`src/sv/smpq_pkg.sv`:
```
`default_nettype none
package smpq_pkg;

	localparam int DATA_W = 32;
	localparam int CMD_W = 2;
	localparam int STATUS_W = 2;
	localparam int COUNT_OUT_W = 5;

	localparam logic [CMD_W-1:0] CMD_PUSH = 2'd0;
	localparam logic [CMD_W-1:0] CMD_POP = 2'd1;
	localparam logic [CMD_W-1:0] CMD_PEEK = 2'd2;
	localparam logic [CMD_W-1:0] CMD_CLEAR = 2'd3;

	localparam logic [STATUS_W-1:0] ST_OK = 2'd0;
	localparam logic [STATUS_W-1:0] ST_FULL = 2'd1;
	localparam logic [STATUS_W-1:0] ST_EMPTY = 2'd2;

	// broadcast to every cell of the chain
	typedef struct packed {
		logic push;
		logic pop;
		logic signed [DATA_W-1:0] value;
	} smpq_ctl_t;

endpackage
`default_nettype wire

```
`src/sv/smpq_cell.sv`:
```
`default_nettype none
module smpq_cell
	import smpq_pkg::*;
(
	input wire logic clk,
	input wire smpq_ctl_t ctl,
	input wire logic occupied,
	input wire logic left_ins,
	input wire logic signed [DATA_W-1:0] left_entry,
	input wire logic signed [DATA_W-1:0] right_entry,
	output logic ins,
	output logic signed [DATA_W-1:0] entry
);

	logic signed [DATA_W-1:0] entry_q;
	logic signed [DATA_W-1:0] entry_d;

	assign entry = entry_q;

	// at or past the insertion point of the pushed value
	assign ins = !occupied || !(entry_q < ctl.value);

	always_comb begin
		entry_d = entry_q;
		if (ctl.push) begin
			if (ins) begin
				entry_d = left_ins ? left_entry : ctl.value;
			end
		end else if (ctl.pop) begin
			entry_d = right_entry;
		end
	end

	always_ff @(posedge clk) begin
		entry_q <= entry_d;
	end

endmodule
`default_nettype wire

```
`src/sv/sorted_min_priority_queue.sv`:
```
// latency: the result of a transaction is presented the cycle after it is accepted
// throughput: one transaction per cycle unless m_tready stalls the output, each
// command a single pass through the row of cells, shifting or loading in parallel
// reset: entry count and output valid clear asynchronously, cell contents stay
// undefined until written and are never read before that
`default_nettype none
module sorted_min_priority_queue
	import smpq_pkg::*;
#(
	parameter int QUEUE_DEPTH = 16
) (
	input wire logic clk,
	input wire logic arst_n,
	input wire logic s_tvalid,
	output logic s_tready,
	input wire logic [DATA_W-1:0] s_tdata, // value
	input wire logic [CMD_W-1:0] s_tuser, // command
	output logic m_tvalid,
	input wire logic m_tready,
	output logic [39:0] m_tdata // smallest, is_empty, entry_count, status
);

	localparam int CW = $clog2(QUEUE_DEPTH + 1);

	logic [CW-1:0] count_q;
	logic [CW-1:0] count_d;
	logic [STATUS_W-1:0] status_q;
	logic [STATUS_W-1:0] status_d;
	logic m_tvalid_q;
	logic s_accept;
	logic full;
	logic empty;
	smpq_ctl_t ctl;
	logic ins_w [QUEUE_DEPTH];
	logic signed [DATA_W-1:0] entry_w [QUEUE_DEPTH];
	logic [CW+COUNT_OUT_W-1:0] count_ext;
	logic signed [DATA_W-1:0] smallest;

	assign s_tready = !m_tvalid_q || m_tready;
	assign s_accept = s_tvalid && s_tready;
	assign m_tvalid = m_tvalid_q;

	assign full = (count_q == CW'(QUEUE_DEPTH));
	assign empty = (count_q == '0);

	assign ctl.push = s_accept && (s_tuser == CMD_PUSH) && !full;
	assign ctl.pop = s_accept && (s_tuser == CMD_POP) && !empty;
	assign ctl.value = $signed(s_tdata);

	always_comb begin
		count_d = count_q;
		status_d = ST_OK;
		case (s_tuser)
			CMD_PUSH: begin
				if (full) status_d = ST_FULL;
				else count_d = count_q + CW'(1);
			end
			CMD_POP: begin
				if (empty) status_d = ST_EMPTY;
				else count_d = count_q - CW'(1);
			end
			CMD_CLEAR: begin
				count_d = '0;
			end
			default: begin
			end
		endcase
	end

	always_ff @(posedge clk or negedge arst_n) begin
		if (!arst_n) begin
			count_q <= '0;
			m_tvalid_q <= 1'b0;
		end else begin
			if (s_accept) begin
				count_q <= count_d;
				m_tvalid_q <= 1'b1;
			end else if (m_tready) begin
				m_tvalid_q <= 1'b0;
			end
		end
	end

	always_ff @(posedge clk) begin
		if (s_accept) begin
			status_q <= status_d;
		end
	end

	genvar i;
	generate
		for (i = 0; i < QUEUE_DEPTH; i++) begin : g_cell
			logic left_ins;
			logic signed [DATA_W-1:0] left_entry;
			logic signed [DATA_W-1:0] right_entry;

			if (i == 0) begin : g_head
				assign left_ins = 1'b0;
				assign left_entry = ctl.value;
			end else begin : g_body
				assign left_ins = ins_w[i-1];
				assign left_entry = entry_w[i-1];
			end

			if (i == QUEUE_DEPTH - 1) begin : g_tail
				assign right_entry = entry_w[i];
			end else begin : g_next
				assign right_entry = entry_w[i+1];
			end

			smpq_cell u_cell (
				.clk(clk),
				.ctl(ctl),
				.occupied(count_q > CW'(i)),
				.left_ins(left_ins),
				.left_entry(left_entry),
				.right_entry(right_entry),
				.ins(ins_w[i]),
				.entry(entry_w[i])
			);
		end
	endgenerate

	// state only moves on an accepted transaction, so a stalled result holds
	assign smallest = empty ? '0 : entry_w[0];
	assign count_ext = {{COUNT_OUT_W{1'b0}}, count_q};
	assign m_tdata = {status_q, count_ext[COUNT_OUT_W-1:0], empty, smallest};

`ifndef ASSERT_OFF
	a_count_bound: assert property (@(posedge clk) disable iff (!arst_n)
		count_q <= CW'(QUEUE_DEPTH))
		else $error("entry count above depth");

	a_push_grows: assert property (@(posedge clk) disable iff (!arst_n)
		ctl.push |=> count_q == $past(count_q) + CW'(1))
		else $error("push did not add an entry");

	a_pop_empty: assert property (@(posedge clk) disable iff (!arst_n)
		s_accept && (s_tuser == CMD_POP) && empty |=> status_q == ST_EMPTY && m_tvalid)
		else $error("pop on empty queue not flagged");

	a_head_sorted: assert property (@(posedge clk) disable iff (!arst_n)
		count_q >= CW'(2) |-> entry_w[0] <= entry_w[1])
		else $error("head entries out of order");
`endif

endmodule
`default_nettype wire
```
`config.mk`:
```
export PLATFORM = sky130hd
export DESIGN_NAME = sorted_min_priority_queue
export DESIGN_NICKNAME = d
export VERILOG_FILES = /design/src/sv/smpq_pkg.sv /design/src/sv/smpq_cell.sv /design/src/sv/sorted_min_priority_queue.sv
export SDC_FILE = /design/constraint.sdc
export NUM_CORES = 2
export LEC_CHECK = 0
export ABC_AREA = 1
export BUFFER_PORTS_ARGS = -buffer_cell sky130_fd_sc_hd__buf_2
export CAP_MARGIN = 20
export CORE_AREA = 2 2 277 279
export CTS_CLUSTER_SIZE = 10
export DETAILED_ROUTE_END_ITERATION = 8
export DIE_AREA = 0 0 279 281
export PLACE_DENSITY = 0.74
export SETUP_SLACK_MARGIN = 0.5
export SYNTH_ARGS = -nofsm -noshare
export SYNTH_HDL_FRONTEND = slang
export SYNTH_SLANG_ARGS = --single-unit
```
`constraint.sdc`:
```
create_clock -name clk -period 2.72 [get_ports clk]
set_clock_uncertainty 0.1 [all_clocks]
set_input_delay 0.408 -clock clk [delete_from_list [all_inputs] [get_ports clk]]
set_output_delay 0.408 -clock clk [all_outputs]
set_load 0.02 [all_outputs]
```
==> flow_summary.toml <==
[yosys]
synth-simple-area-share = 0.311
synth_compound_area_frac = 0.0500
avgSynthCellArea_um2 = 7.28
syn_area_um2 = 39600
synth-edff-count = 514
synthFlopType = "edfxtp_1"
ys_warn_count = 0
synth_nets = 5984
synth_top_family_by_area = "simple AND/OR/NAND/NOR gates"
synth_mux_area_frac = 0
synthAdderAreaFrac = 0.159
synth-seq-area-share = 0.393
syn_inst = 5444
ys_ff_latch = 520
synth-xor-area-share = 0
synth_cell_type_count = 34
async_flop_share = 0.0115

[worst_setup_path]
cp.arrival_ns = 3.41
required_ns = 2.94
cp-end-kind = "register"
crit_type = "reg2reg"
crit_fanout = 5
crit_path_start_kind = "register"

[timing]
max_freq_mhz = 313
worst_pin_slew_ns = 0.603
period_share = 1.17
setup_viol = 281
finalCriticalPeriod_ns = 3.20
hold_violations = 0
setup_slack_ns = -0.476
max_slew_margin = 0.598
drv_slew = 0
rsz0062_at_grt = "yes"

[layout]
nNetsFinal = 6482
final_common_cell = "nand2_1"
layout_common_cells = "nand2_1 (2629), inv_1 (612), edfxtp_1 (514)"
fillers = 5492
n_antenna_cell = 0
fin_cells = 6946
register_area_um2 = 15600
multi_input_area_um2 = 23900
final_area_um2 = 51600
synthToLayoutAreaGrowth_pct = 30.3
drive_gt1_frac = 0.203

[global_routing]
grt_overflow = 0
grt_max_degree = 101
track_usage = 0.304
antenna_found_initial = 1
grt_pass1_vias = 36400
grt_pass1_wl_um = 191000

[place]
dpl.hpwl_um = 86000
place_worst_setup_slack_ns = -0.497
place_congestion = 0.916
placed_area_um2 = 43700
placedCellCount = 6614
port_buffers = 79

[clock_tree]
max-clock-path-buffers = 3
cts_tree = "yes"
clock_sinks = 520
cts.clk_slew.worst_paths_ns = 0.07
clock_latency_ns = 0.65
htree_num_levels = 2
root_buffer = "clkbuf_16"
cts_buffers = 61

[drt]
routed_wl_um = 143000
dr_total_vias = 40600
drc = 0
drtIter0Drc = 6027
wl_per_cell_um = 20.6
routed_via_density = 5.85
ant_nets = 0
firstDrtPassIters = 7

[flow_run]
drv_cap = 0

[pwr]
peakVddDrop_uv = 567
powerDensity_nw_per_um2 = 626
p_leak_nw = 28.5

[floorplanning]
fp.dieW_um = 279
core_um2 = 75400
ioPinCount = 80
start_util = 0.525
dieArea_um2 = 78400
num_rows = 101
die_y_um = 281

[outcome]
status = "finished, violations left"
violations = "setup timing"

[hold_path]
hold_path_class = "in2async"
==> through the flow <==
stage / power, W / setup TNS [ns] / utilization / hold slack, ns
6_report: 0.0323 / -30.03 / 0.685 / 0.0279
5_1_grt: 0.0336 / -54.85 / 0.685 / 0.0531
4_1_cts: 0.0294 / 0 / 0.626 / 0.00271
3_5_place_dp: 0.0205 / -354.25 / 0.580 / 0.141
3_3_place_gp: 0.0201 / -298.14 / 0.580 / 0.142
2_1_floorplan: 0.0170 / 0 / - / 0.0124
==> critical path, cell delays in order, from the launching register on <==
cell	delay [ns]
edfxtp_1	0.42
ha_1	0.35
nand2_1	0.11
inv_1	0.05
nand3_1	0.10
inv_1	0.08
a21oi_1	0.24
nand2_2	0.14
nand2_2	0.10
nand2_1	0.07
nand2_1	0.08
nand3_2	0.13
nand2_4	0.20
bufbuf_16	0.30
nand2_1	0.06
nand2_1	0.07
nand2_1	0.23
==> cells in the mapped netlist (2+ instances only) <==
cell,number,area (µm²)
buf_2,95,475
nand2_1,2885,10800
buf_6,7,78.8
nand4_1,49,307
edfxtp_1,514,15400
nand3_1,66,330
nor3_1,30,150
nand3_2,8,80.1
inv_1,654,2450
dfrtp_1,6,150
o211ai_1,4,30.0
buf_1,2,7.51
inv_2,3,11.3
o21a_1,11,82.6
a211oi_1,2,15.0
a31oi_1,5,31.3
a21oi_1,243,1220
nor2_1,138,518
nand3b_1,6,45.0
o21ai_1,2,10.0
clkbuf_1,69,259
ha_1,502,6280
o21ai_0,106,531
nand2_2,8,50.1
buf_4,20,150
==> path summary, 6_finish.rpt <==
kind,startpoint,end,slack [ns],depth (start not counted)
max in group asynchronous,arst_n,count_q[3],2.34,2
min in group clk,s_tvalid,m_tvalid,0.06,4
min,arst_n,count_q[2],0.03,2
max reg2reg,g_cell[0].u_cell.entry[15],g_cell[1].u_cell.entry[18],-0.48,16
max,g_cell[0].u_cell.entry[15],g_cell[1].u_cell.entry[18],-0.48,16
min reg2reg,g_cell[15].u_cell.entry[0],g_cell[14].u_cell.entry[0],0.45,2
==> sequential cells by signal, indices dropped and copies added (netlist names) <==
register,cells
m_tvalid,1
count_q,5
g_cell.u_cell.entry,512
status_q,2
==> per-layer routing <==
layer,global-route usage,up-vias,wire (µm)
li1,-,18300,-
met1,0.405,18900,53800
met2,0.512,2747,63800
met3,0.0428,696,17800
met4,0.0966,2,7900
met5,0,-,14
==> kinds of logic after synthesis <==
group,after synthesis
simple gates,3193
buf+inv,850
flops,520
fa+ha+maj,502
compound gates,379
==> power by group <==
group	switching (W)	internal, W
combinational	0.00855	0.00544
sequential	0.000743	0.0101
clock	0.00344	0.00402
total	0.0127	0.0196
==> timing repair <==
item                                    4_1_cts  5_1_grt
buffers inserted                             40      135
endpoints found under the hold margin         7        0
endpoints found under the setup margin     1062     1057
hold buffers                                  2        0
resized for setup                           248      541
pin swaps                                    38      187
gates cloned                                 28       38
==> final cells by class <==
cell class | instances | share of cell area
clock inverter | 11 | 0.00111
clock buffer | 78 | 0.0308
tap | 978 | 0.0237
inverter | 657 | 0.0490
multi-input combinational | 4092 | 0.463
timing repair buffer | 610 | 0.131
sequential | 520 | 0.302
(Power assumes the default switching activity.)
